[src/rtl/udpt_ram.sv]
// ----------------------------------------------------------------------------
// udpt_ram
// Generic single-port-write, single-port-read RAM with registered read.
// ----------------------------------------------------------------------------
module udpt_ram #(
   parameter int WIDTH = 8,
   parameter int DEPTH = 32
) (
   input  logic                     clock,
   input  logic                     wr_en,
   input  logic [$clog2(DEPTH)-1:0] wr_addr,
   input  logic [WIDTH-1:0]         wr_data,
   input  logic [$clog2(DEPTH)-1:0] rd_addr,
   output logic [WIDTH-1:0]         rd_data
);
   logic [WIDTH-1:0] mem_ff [DEPTH];

   always_ff @(posedge clock) begin
      if (wr_en) begin
         mem_ff[wr_addr] <= wr_data;
      end
      rd_data <= mem_ff[rd_addr];
   end
endmodule

[config.mk]
export PLATFORM = sky130hd
export DESIGN_NAME = udpt_ram
export DESIGN_NICKNAME = d
export VERILOG_FILES = /design/src/rtl/udpt_ram.sv
export SDC_FILE = /design/constraint.sdc
export NUM_CORES = 1
export LEC_CHECK = 0
export BUFFER_PORTS_ARGS = -buffer_cell sky130_fd_sc_hd__clkbuf_2
export CAP_MARGIN = 20
export CORE_ASPECT_RATIO = 0.7
export CORE_MARGIN = 2
export CORE_UTILIZATION = 35
export CTS_BUF_LIST = sky130_fd_sc_hd__clkbuf_16
export CTS_CLUSTER_SIZE = 30
export DETAILED_ROUTE_END_ITERATION = 10
export PLACE_DENSITY = 0.49
export SETUP_SLACK_MARGIN = 0.15
export SYNTH_ARGS = -nofsm -noshare
export SYNTH_HDL_FRONTEND = slang
export SYNTH_SLANG_ARGS = --single-unit
[constraint.sdc]
create_clock -name clock -period 4.95 [get_ports clock]
set_clock_uncertainty 0.15 [all_clocks]
set_input_delay 1.485 -clock clock [delete_from_list [all_inputs] [get_ports clock]]
set_output_delay 1.485 -clock clock [all_outputs]
set_load 0.005 [all_outputs]
==> results.cfg <==
[run_status]
run_status = complete, no violations

[grt]
via_count_of_the_first_global_routing_pass = 4633
grt_pass1_wl_mm = 33.98
grt-ovfl-total = 0
grt_antenna_before_repair = 2
grtUsageTotal_pct = 16.03
grt_start_max_net_pins = 33

[finish]
layout-drive-gt1-share_pct = 33.26
final_common_cell = sky130_fd_sc_hd__edfxtp_1
mostFrequentLayoutCells = sky130_fd_sc_hd__edfxtp_1 (256), sky130_fd_sc_hd__mux4_2 (80), sky130_fd_sc_hd__nor2_1 (33)
instances_no_fill = 850
flow.area_growth_from_synthesis_pct = 13.80
final_nets = 478

[clock_network]
cts.root.buffer_cell = sky130_fd_sc_hd__clkbuf_16
tritoncts.num_buffers = 26
clock_tree.htree_level_count = 1
clkSlewWorstSetupHoldPaths_ns = 0.06
cts_max_path_buffers = 3
clock_latency_ns = 0.52
cts_hold_buf = 0
post_cts_buffers = 0
cts_tree = built
clock_sinks = 264
resized_gates_after_cts = 0

[yosys]
yosys_warnings = 0
post_synth_inst_count = 417
ys_ff_latch = 264
synth_nets = 437
synth_seq_area_share_pct = 78.06
netlist-cell-type-count = 15
synthesis.area_sq_um = 10050
synthesis.area_per_instance_sq_um = 24.11

[route]
drt_iter0_drc = 368
route.detailed.vias_per_inst = 5.286
drt_wl_total_mm = 23.39
number_of_search_and_repair_iterations_in_the_first_detailed_routing_pass = 5
postRouteAntennaNets = 0
drt_drc_violations_left = 0
detailroute.via_count = 4493
route.detailed.wl_per_inst_um = 27.52

[pwr]
ir_worst_vdd_mv = 0.2167
total_power_mw = 4.639
power_density_nw_per_um2 = 405.5
p_leak_nw = 3.545

[floorplanning]
floorplan.core_area_sq_um = 28010
top_level_ports = 28
die_w_um = 206.6
initial_core_util_pct = 35.89
die_height_um = 145.8
design.die.area_sq_um = 30120
rows = 51

[worst_setup_path]
crit_arrival_ns = 3.62
timing.critical_path.to_type = flip-flop
r2r_setup_slack_ns = 2.95
r2r-start = mem_ff[1][4]
worstReg2RegEnd = rd_data[4]
reg2reg_depth = 3
required_time_of_the_critical_path_ns = 5.21
startpoint_type = input port
cp_max_fo = 29
critical_path_class = input port to flip-flop

[hold_path]
min_to = rd_data[1]
worstHoldPathCells = 3
holdCritStartpoint = mem_ff[22][1]
hold_class = flip-flop to flip-flop

[place]
dp.final_hpwl_mm = 15.12
buffer_ports.inserted = 27
gp_routability_congestion = 0.7269
numPlacedInstances = 801

[timing]
rsz0062_at_grt = no
final_max_slew_viol_count = 0
finalCriticalPeriod_ns = 3.357
max_freq_mhz = 297.8
fin_tns_setup_ns = 0
post-route-period-util_pct = 67.83
number_of_setup_violations_in_the_final_report = 0
maxSlewHeadroom_pct = 30.11
finalHoldWorstSlack_ns = 0.7529
worst-slew-pin-transition_ns = 1.044
timing.final.hold_violations = 0

[run]
max_cap_violations = 0
-- state kept, by name (all words and copies together) (netlist names) --
signal / flops
mem_ff: 256
rd_data: 8
-- area by class of cell --
| class | count | area [sq um] |
|---|---|---|
| fill | 2427 | 16570 |
| sequential | 264 | 7848 |
| multi-input combinational | 133 | 2100 |
| clock buffer | 27 | 675.6 |
| tap | 371 | 464.2 |
| timing repair buffer | 33 | 207.7 |
| clock inverter | 21 | 143.9 |
| antenna | 1 | 2.502 |
-- logic make-up after synthesis --
family                 share of synthesized area, %
and+or+nand+nor                               2.066
muxes                                         18.82
DFF                                           78.06
buffers and inverters                         1.058
-- critical path, stage by stage --
cell                     delay, ns
sky130_fd_sc_hd__buf_4        0.33
sky130_fd_sc_hd__buf_12       0.30
sky130_fd_sc_hd__mux4_2       0.61
sky130_fd_sc_hd__mux4_2       0.54
sky130_fd_sc_hd__mux2_2       0.29
-- per-stage QoR --
stage          worst slack [ns]  util (%)  cell area (sq um)
6_report                  1.593     40.84              11440
5_1_grt                   1.479     40.83              11440
4_1_cts                   1.557     40.83              11440
3_5_place_dp              1.007     37.91              10620
3_3_place_gp              1.016     37.91              10620
2_1_floorplan             1.513         -              10050
-- layer usage --
layer / track usage [%] / part of all wire (%)
met1: 25.91 / 50
met2: 22.19 / 43
met3: 3.292 / 5.6
met4: 3.357 / 1.7
met5: 0 / 0
-- cell usage after synthesis --
master | instances | share of area, %
sky130_fd_sc_hd__edfxtp_1 | 256 | 76
sky130_fd_sc_hd__nand3_1 | 2 | 0.10
sky130_fd_sc_hd__nand3b_1 | 5 | 0.37
sky130_fd_sc_hd__dfxtp_1 | 8 | 1.6
sky130_fd_sc_hd__buf_1 | 6 | 0.22
sky130_fd_sc_hd__mux2_2 | 8 | 0.90
sky130_fd_sc_hd__buf_6 | 1 | 0.11
sky130_fd_sc_hd__nor2_1 | 33 | 1.2
sky130_fd_sc_hd__buf_2 | 1 | 0.050
sky130_fd_sc_hd__or3_1 | 1 | 0.062
sky130_fd_sc_hd__clkbuf_1 | 6 | 0.22
sky130_fd_sc_hd__mux4_2 | 80 | 18
sky130_fd_sc_hd__nand2_1 | 1 | 0.037
sky130_fd_sc_hd__or3b_2 | 3 | 0.26
sky130_fd_sc_hd__buf_4 | 6 | 0.45
-- where the power goes --
group | internal [mW] | leakage, nW | switching (mW) | total [mW]
clock | 1.09 | 0.427 | 0.812 | 1.90
combinational | 0.101 | 0.744 | 0.143 | 0.245
sequential | 2.49 | 2.37 | 0.00970 | 2.50
total | 3.67 | 3.55 | 0.965 | 4.64
-- worst max path at each step --
stage	startpoint	endpoint	slack (ns)	cells past startpoint
after floorplan	rd_addr[2]	rd_data[0]	1.51	5
after global placement	rd_addr[0]	rd_data[5]	1.02	5
after detailed placement	rd_addr[0]	rd_data[5]	1.01	5
after CTS	rd_addr[0]	rd_data[5]	1.56	5
after global routing	rd_addr[0]	rd_data[5]	1.48	5
final	rd_addr[0]	rd_data[5]	1.59	5
(Power assumes the default switching activity.)
